File: config.mk
export PLATFORM = sky130hd
export DESIGN_NAME = ordered_dither_bit_packer
export DESIGN_NICKNAME = d
export VERILOG_FILES = /design/src/hdl/odbp_pkg.sv /design/src/hdl/odbp_region.sv /design/src/hdl/ordered_dither_bit_packer.sv
export SDC_FILE = /design/constraint.sdc
export NUM_CORES = 1
export LEC_CHECK = 0
export BUFFER_PORTS_ARGS = -buffer_cell sky130_fd_sc_hd__buf_2
export CAP_MARGIN = 10
export CORE_MARGIN = 2
export CORE_UTILIZATION = 35
export DETAILED_ROUTE_END_ITERATION = 7
export PLACE_DENSITY = 0.55
export SLEW_MARGIN = 20
export SYNTH_ARGS = -nofsm -noshare
export SYNTH_HDL_FRONTEND = slang
export SYNTH_SLANG_ARGS = --single-unit
File: constraint.sdc
create_clock -name clk -period 10.1 [get_ports clk]
set_input_delay 1.01 -clock clk [delete_from_list [all_inputs] [get_ports clk]]
set_output_delay 1.01 -clock clk [all_outputs]
set_load 0.02 [all_outputs]
File: src/hdl/odbp_pkg.sv
// Shared types and constants for the ordered-dither bit packer.
// Holds the register index codes, the clamped-region struct and the 4x4 threshold table.
// No dependencies.
package odbp_pkg;

	localparam int unsigned MAX_DIM   = 4096;
	localparam int unsigned DIM_W     = 13;
	localparam int unsigned REQ_W     = 16;
	localparam int unsigned CFG_IDX_W = 3;

	typedef enum logic [CFG_IDX_W-1:0] {
		REG_REQ_LEFT    = 3'd0,
		REG_REQ_TOP     = 3'd1,
		REG_REQ_RIGHT   = 3'd2,
		REG_REQ_BOTTOM  = 3'd3,
		REG_CLIP_LEFT   = 3'd4,
		REG_CLIP_TOP    = 3'd5,
		REG_CLIP_RIGHT  = 3'd6,
		REG_CLIP_BOTTOM = 3'd7
	} cfg_reg_t;

	// Clamped region as seen by the pixel walk
	typedef struct packed {
		logic             empty;
		logic [1:0]       left_phase;
		logic [1:0]       top_phase;
		logic [DIM_W-1:0] last_col_idx;
		logic [DIM_W-1:0] last_row_idx;
	} region_t;

	localparam logic [7:0] THR_TABLE [16] = '{
		8'd0,   8'd136, 8'd34,  8'd170,
		8'd68,  8'd204, 8'd102, 8'd238,
		8'd51,  8'd187, 8'd17,  8'd153,
		8'd119, 8'd255, 8'd85,  8'd221
	};

	function automatic logic [7:0] dither_thr(input logic [1:0] row_ph, input logic [1:0] col_ph);
		dither_thr = THR_TABLE[{row_ph, col_ph}];
	endfunction

endpackage

File: src/hdl/odbp_region.sv
// Clamps the requested rectangle to the clip box.
// Produces emptiness, start phases and last column/row indexes; uses odbp_pkg.
module odbp_region import odbp_pkg::*; (
	input  logic [REQ_W-1:0] req_left,
	input  logic [REQ_W-1:0] req_top,
	input  logic [REQ_W-1:0] req_right,
	input  logic [REQ_W-1:0] req_bottom,
	input  logic [DIM_W-1:0] clip_left,
	input  logic [DIM_W-1:0] clip_top,
	input  logic [DIM_W-1:0] clip_right,
	input  logic [DIM_W-1:0] clip_bottom,
	output region_t          region
);

	localparam logic signed [REQ_W:0] MAX_S = (REQ_W+1)'(MAX_DIM);

	logic signed [REQ_W:0] cl_s, ct_s, cr_s, cb_s;
	logic signed [REQ_W:0] rl_s, rt_s, rr_s, rb_s;
	logic signed [REQ_W:0] l_s, t_s, r_s, b_s;
	logic signed [REQ_W:0] w_s, h_s;

	function automatic logic signed [REQ_W:0] sat_clip(input logic [DIM_W-1:0] v);
		logic signed [REQ_W:0] ext;
		ext = $signed({{(REQ_W+1-DIM_W){1'b0}}, v});
		sat_clip = (ext > MAX_S) ? MAX_S : ext;
	endfunction

	always_comb begin
		cl_s = sat_clip(clip_left);
		ct_s = sat_clip(clip_top);
		cr_s = sat_clip(clip_right) - 17'sd1;
		cb_s = sat_clip(clip_bottom) - 17'sd1;
		rl_s = $signed({req_left[REQ_W-1], req_left});
		rt_s = $signed({req_top[REQ_W-1], req_top});
		rr_s = $signed({req_right[REQ_W-1], req_right});
		rb_s = $signed({req_bottom[REQ_W-1], req_bottom});
		l_s  = (rl_s < cl_s) ? cl_s : rl_s;
		t_s  = (rt_s < ct_s) ? ct_s : rt_s;
		r_s  = (rr_s > cr_s) ? cr_s : rr_s;
		b_s  = (rb_s > cb_s) ? cb_s : rb_s;
		w_s  = r_s - l_s;
		h_s  = b_s - t_s;
		region.empty        = (r_s < l_s) || (b_s < t_s);
		region.left_phase   = l_s[1:0];
		region.top_phase    = t_s[1:0];
		region.last_col_idx = w_s[DIM_W-1:0];
		region.last_row_idx = h_s[DIM_W-1:0];
	end

endmodule

File: src/hdl/ordered_dither_bit_packer.sv
// Top level of the ordered-dither bit packer: config registers, pixel walk and byte output register.
// Depends on odbp_pkg and odbp_region.
//
// Usage:
//  - Write the requested rectangle (signed) and clip box through cfg_we/cfg_index/cfg_data
//    while the stream is idle. Any write restarts the walk at the top-left of the new region
//    and drops a partial byte.
//  - Feed one red level per pixel of the clamped region on s_tdata, raster order.
//    Each pixel is compared with a 4x4 ordered threshold; bits pack MSB first.
//  - A byte leaves on m_tdata after 8 pixels or at row end (tail zero padded).
//    m_tuser flags the last byte of a row, m_tlast the last byte of the region.
//  - One pixel per clock while s_tready is high. A byte is valid in the cycle after the
//    transaction of the pixel that completes it; the compare, pack and count update sit
//    between the input handshake and the output register.
//  - If the clamped region is empty, pixels are accepted and dropped.
//  - When the receiver stalls, the byte holds in the output register; s_tready stays high
//    as long as that register is empty or being taken in the same cycle.
//  - Reset: request corners clear to 0, clip box to 0..4096, walk at top-left, output empty.
module ordered_dither_bit_packer import odbp_pkg::*; (
	input  logic                 clk,
	input  logic                 arst_n,
	input  logic                 cfg_we,
	input  logic [CFG_IDX_W-1:0] cfg_index,
	input  logic [REQ_W-1:0]     cfg_data,
	input  logic                 s_tvalid,
	output logic                 s_tready,
	input  logic [7:0]           s_tdata,   // [7:0] red_level
	output logic                 m_tvalid,
	input  logic                 m_tready,
	output logic [7:0]           m_tdata,   // [7:0] packed_bits
	output logic                 m_tuser,   // [0] row_end
	output logic                 m_tlast    // region_end
);

	logic [REQ_W-1:0] req_left_q, req_top_q, req_right_q, req_bottom_q;
	logic [DIM_W-1:0] clip_left_q, clip_top_q, clip_right_q, clip_bottom_q;

	logic [DIM_W-1:0] col_count_q, row_count_q;
	logic [2:0]       bit_slot_q;
	logic [7:0]       byte_accum_q;

	logic       out_valid_q;
	logic [7:0] out_bits_q;
	logic       out_row_end_q, out_region_end_q;

	region_t    region;
	logic       take;
	logic       pix_bit;
	logic [7:0] accum_next;
	logic       last_col, last_row, emit;
	logic [1:0] col_phase, row_phase;

	odbp_region u_region (
		.req_left    (req_left_q),
		.req_top     (req_top_q),
		.req_right   (req_right_q),
		.req_bottom  (req_bottom_q),
		.clip_left   (clip_left_q),
		.clip_top    (clip_top_q),
		.clip_right  (clip_right_q),
		.clip_bottom (clip_bottom_q),
		.region      (region)
	);

	assign s_tready = !out_valid_q || m_tready;
	assign take     = s_tvalid && s_tready && !region.empty;

	// Phases restart at the clamped edges, so derive them from the counters
	assign col_phase = region.left_phase + col_count_q[1:0];
	assign row_phase = region.top_phase + row_count_q[1:0];

	always_comb begin
		pix_bit    = s_tdata > dither_thr(row_phase, col_phase);
		accum_next = byte_accum_q | ({7'd0, pix_bit} << bit_slot_q);
		last_col   = col_count_q >= region.last_col_idx;
		last_row   = row_count_q >= region.last_row_idx;
		emit       = (bit_slot_q == 3'd0) || last_col;
	end

	always_ff @(posedge clk or negedge arst_n) begin
		if (!arst_n) begin
			req_left_q    <= '0;
			req_top_q     <= '0;
			req_right_q   <= '0;
			req_bottom_q  <= '0;
			clip_left_q   <= '0;
			clip_top_q    <= '0;
			clip_right_q  <= DIM_W'(MAX_DIM);
			clip_bottom_q <= DIM_W'(MAX_DIM);
		end else if (cfg_we) begin
			case (cfg_reg_t'(cfg_index))
				REG_REQ_LEFT:    req_left_q    <= cfg_data;
				REG_REQ_TOP:     req_top_q     <= cfg_data;
				REG_REQ_RIGHT:   req_right_q   <= cfg_data;
				REG_REQ_BOTTOM:  req_bottom_q  <= cfg_data;
				REG_CLIP_LEFT:   clip_left_q   <= cfg_data[DIM_W-1:0];
				REG_CLIP_TOP:    clip_top_q    <= cfg_data[DIM_W-1:0];
				REG_CLIP_RIGHT:  clip_right_q  <= cfg_data[DIM_W-1:0];
				REG_CLIP_BOTTOM: clip_bottom_q <= cfg_data[DIM_W-1:0];
				default: ;
			endcase
		end
	end

	always_ff @(posedge clk or negedge arst_n) begin
		if (!arst_n) begin
			col_count_q  <= '0;
			row_count_q  <= '0;
			bit_slot_q   <= 3'd7;
			byte_accum_q <= '0;
		end else if (cfg_we) begin
			// restart the walk and drop a partial byte
			col_count_q  <= '0;
			row_count_q  <= '0;
			bit_slot_q   <= 3'd7;
			byte_accum_q <= '0;
		end else if (take) begin
			if (emit) begin
				byte_accum_q <= '0;
				bit_slot_q   <= 3'd7;
				if (last_col) begin
					col_count_q <= '0;
					row_count_q <= last_row ? '0 : row_count_q + 1'b1;
				end else begin
					col_count_q <= col_count_q + 1'b1;
				end
			end else begin
				byte_accum_q <= accum_next;
				bit_slot_q   <= bit_slot_q - 1'b1;
				col_count_q  <= col_count_q + 1'b1;
			end
		end
	end

	always_ff @(posedge clk or negedge arst_n) begin
		if (!arst_n) begin
			out_valid_q <= 1'b0;
		end else if (take && emit) begin
			out_valid_q <= 1'b1;
		end else if (m_tready) begin
			out_valid_q <= 1'b0;
		end
	end

	always_ff @(posedge clk) begin
		if (take && emit) begin
			out_bits_q       <= accum_next;
			out_row_end_q    <= last_col;
			out_region_end_q <= last_col && last_row;
		end
	end

	assign m_tvalid = out_valid_q;
	assign m_tdata  = out_bits_q;
	assign m_tuser  = out_row_end_q;
	assign m_tlast  = out_region_end_q;

endmodule
==> PnR_summary.wiki <==
{| class="wikitable"
! Metric !! Value
|-
| Width of the die || 186 um
|-
| Overall overflow remaining after global route || 0
|-
| Setup CP Type || reg -> reg
|-
| Post-synth EDFFs || 10
|-
| Placed cell count || 1621
|-
| Number of clock buffers inserted by TritonCTS || 17
|-
| Setup slack, reg-to-reg || 1.77 ns
|-
| First drt pass iteration count || 5
|-
| Setup repair after global routing missed its margin || no
|-
| I/O Buffers || 43
|-
| Leading cell type in the layout, fill and taps excluded || sky130_fd_sc_hd__dfrtp_1
|-
| Worst-margin pin slew || 1.02 ns
|-
| Detail Route Antenna Nets || 0
|-
| Synth async-reset ratio || 93.9%
|-
| Worst Path Buf+Inv || 2
|-
| CTS Root Cell || sky130_fd_sc_hd__clkbuf_16
|-
| Synth warn || 0
|-
| Later-pin clock latency in the skew report || 0.44 ns
|-
| Dpl cell area || 12300 um^2
|-
| Most used flip-flop cell after synthesis || sky130_fd_sc_hd__dfrtp_1
|-
| Synth Cell Area || 11600 um^2
|-
| CTS Sinks || 164
|-
| Multi-input logic area || 7060 um^2
|-
| Sequential cell area || 4160 um^2
|-
| Number of standard cells in the layout, taps in and fillers out || 1653
|-
| Static leakage || 5.86 nW
|-
| Cell type group with the largest total delay on the critical path || compound AO/OA/AOI/OAI gates
|-
| Category of the worst setup path launch point || flop
|-
| CP most frequent cell || sky130_fd_sc_hd__o21ai_0
|-
| Kind of end point of the critical path || flop
|-
| Sequential element share of the synthesized area || 35.9%
|-
| Routed via count || 8821
|-
| Number of nets in the final layout || 1368
|-
| Drt drc || 0
|-
| Global-route wire length before repair || 47700 um
|-
| Core region area || 32500 um^2
|-
| DIE AREA || 34600 um^2
|-
| Gate Count Post-Synth || 1165
|-
| Worst clock skew || 0.0153 ns
|-
| Largest net degree at the start of global routing || 69
|-
| Number of H-tree levels || 4
|-
| Crit path time final || 8.33 ns
|-
| Clock tree from TritonCTS || built
|-
| Dominant cells by area after synthesis || sky130_fd_sc_hd__dfrtp_1, sky130_fd_sc_hd__ha_1, sky130_fd_sc_hd__mux2_2
|-
| Part of the cycle the worst path needs || 82.5%
|-
| Slowest stage cell on the critical path || sky130_fd_sc_hd__o21ai_1
|-
| Number of top-level pins || 44
|-
| Final core utilization || 39.5%
|-
| Seq cells post-synth || 164
|-
| Starting DRC count in detailed routing || 566
|-
| Worst Path Required || 10.42 ns
|-
| Initial cell density of the core || 35.6%
|-
| Fill count || 3261
|-
| Routed wire length || 29600 um
|-
| Result of the run || completed
|-
| Post-DR vias/cell || 5.34
|-
| Fin. max-slew vios || 0
|-
| Total of max-cap violations || 0
|-
| Post-CTS Setup Repair Bufs || 0
|-
| Gp weighted congestion || 0.862
|-
| Delay of the slowest cell on the worst path || 0.58 ns
|-
| Max Clk Rate || 120 MHz
|-
| Bufs on Longest Clock Path || 2
|-
| Number of hold violations in the final report || 0
|-
| Syn Area/Cell || 9.94 um^2
|-
| Number of instances resized during post-cts repair || 0
|-
| Total inserted antenna cells || 0
|-
| Class of the tightest hold or removal check || in -> async
|-
| Gr usage total || 17.9%
|-
| Non-Filler Cell Area, Final || 12900 um^2
|-
| Power per cell area || 257 nW/um^2
|-
| Arrival time of the worst setup path || 8.65 ns
|-
| Antenna violations before repair || 0
|-
| Core Rows || 66
|-
| Area added between synthesis and finish || 11.0%
|-
| Proportion of netlist area held by the largest area contributor || 32.2%
|-
| Share of cells above drive strength 1 || 18.7%
|-
| Wirelength per Cell || 17.9 um
|-
| Vertical die dimension || 186 um
|-
| Commonest cells after routing, fill and taps aside || sky130_fd_sc_hd__dfrtp_1, sky130_fd_sc_hd__ha_1, sky130_fd_sc_hd__mux2_2, sky130_fd_sc_hd__a21oi_1, sky130_fd_sc_hd__nand2_1
|-
| Post-Synthesis Net Count || 1335
|-
| Library cells used by synthesis || 69
|-
| Clk slew on worst S/H paths || 0.07 ns
|-
| Hold-fix buffers, CTS || 0
|-
| Largest fanout on the critical path || 14
|-
| Post-synth top area cell || sky130_fd_sc_hd__dfrtp_1
|-
| Final setup violation count || 0
|-
| Maximum vdd ir drop || 0.123 mV
|-
| Worst relative slew slack || 31.6%
|-
| Sum of negative setup slack || 0 ns
|-
| Vias in the first global route || 8505
|-
| Half-perimeter wire length of the detailed placement result || 22100 um
|}
[path summary, 6_finish.rpt]
path | startpoint | end | cells past startpoint
setup reg to reg | clip_right_q[0] | row_count_q[7] | 35
hold reg to reg | byte_accum_q[7] | byte_accum_q[7] | 1
setup / recovery | clip_right_q[0] | row_count_q[7] | 35
hold / removal | arst_n | byte_accum_q[0] | 1
max in group asynchronous | arst_n | clip_top_q[2] | 3
min in group clk | byte_accum_q[7] | byte_accum_q[7] | 1
[stage by stage]
| step | power (mW) | worst slack (ns) | hold WS [ns] |
|---|---|---|---|
| after CTS | 3.33 | 1.50 | 0.503 |
| after global placement | 2.64 | 1.64 | 0.476 |
| after global routing | 3.62 | 0.961 | 0.520 |
| after floorplan | 2.23 | 3.03 | 0.467 |
| final | 3.30 | 1.77 | 0.498 |
| after detailed placement | 2.66 | 1.52 | 0.487 |
[report_power, final]
part	total (mW)	switching, mW	internal (mW)	leakage [nW]
Combinational	1.77	1.01	0.767	3.58
Clock	0.648	0.297	0.351	0.273
Sequential	0.882	0.106	0.776	2.00
Total	3.30	1.41	1.89	5.86
[kinds of logic (layout without fill, tap and decap cells)]
family,Yosys count,in the layout,share of synthesized area [%]
AND/OR/NAND/NOR,316,316,14.6
adder cells (fa/ha/maj),138,138,15.0
flip-flops,164,164,35.9
buffers and inverters,98,144,3.33
AO/OA/AOI/OAI,284,284,16.0
multiplexers,134,134,12.8
XOR/XNOR,31,31,2.34
[registers in the layout, summed over array words and instances, names as in the netlist]
| register | cells |
|---|---|
| clip_right_q | 13 |
| clip_bottom_q | 13 |
| m_tlast | 1 |
| clip_left_q | 13 |
| col_count_q | 13 |
| req_left_q | 16 |
| row_count_q | 13 |
| req_top_q | 16 |
| req_bottom_q | 16 |
| bit_slot_q | 3 |
| byte_accum_q | 8 |
| m_tdata | 8 |
| m_tvalid | 1 |
| m_tuser | 1 |
| req_right_q | 16 |
| clip_top_q | 13 |
[worst reg2reg max path, delay by kind of cell, from the launching register on]
family | cells | cell delay [ns]
XOR/XNOR | 2 | 0.27
AND/OR/NAND/NOR | 11 | 2.20
flip-flops | 1 | 0.40
adder cells (fa/ha/maj) | 3 | 0.95
AO/OA/AOI/OAI | 16 | 3.44
buffers and inverters | 2 | 0.68
multiplexers | 1 | 0.28
[cell usage after synthesis, types with 16 or more instances]
cell type                  number
sky130_fd_sc_hd__ha_1         136
sky130_fd_sc_hd__dfrtp_1      149
sky130_fd_sc_hd__a32o_1        17
sky130_fd_sc_hd__o21ai_0       63
sky130_fd_sc_hd__nor2_1        54
sky130_fd_sc_hd__nand4_1       16
sky130_fd_sc_hd__nand3_1       17
sky130_fd_sc_hd__a21oi_1       71
sky130_fd_sc_hd__mux2_2       111
sky130_fd_sc_hd__a31oi_1       37
sky130_fd_sc_hd__a21o_1        31
sky130_fd_sc_hd__nand2_1       70
sky130_fd_sc_hd__mux2i_1       23
sky130_fd_sc_hd__nor2b_1       42
sky130_fd_sc_hd__and3_1        25
sky130_fd_sc_hd__nor3_1        20
sky130_fd_sc_hd__nand2b_1      18
sky130_fd_sc_hd__inv_1         60
sky130_fd_sc_hd__xnor2_1       19
sky130_fd_sc_hd__clkbuf_1      28
[per-layer routing]
metal | vias up | routed length, um | track usage [%]
met4 | 0 | 444 | 4.85
met3 | 26 | 809 | 2.27
met5 | - | 0 | 0
li1 | 4374 | - | -
met1 | 4309 | 15300 | 26.3
met2 | 112 | 13000 | 27.5
[final cells by class]
class                   instances  area share [%]
clock buffers                  19            3.44
clock inverters                13           0.983
well taps                     442            4.30
inverters                      60            1.75
multi-input cells             903            54.9
flip-flops and latches        164            32.3
repair buffers                 52            2.25
(Power assumes the default switching activity.)
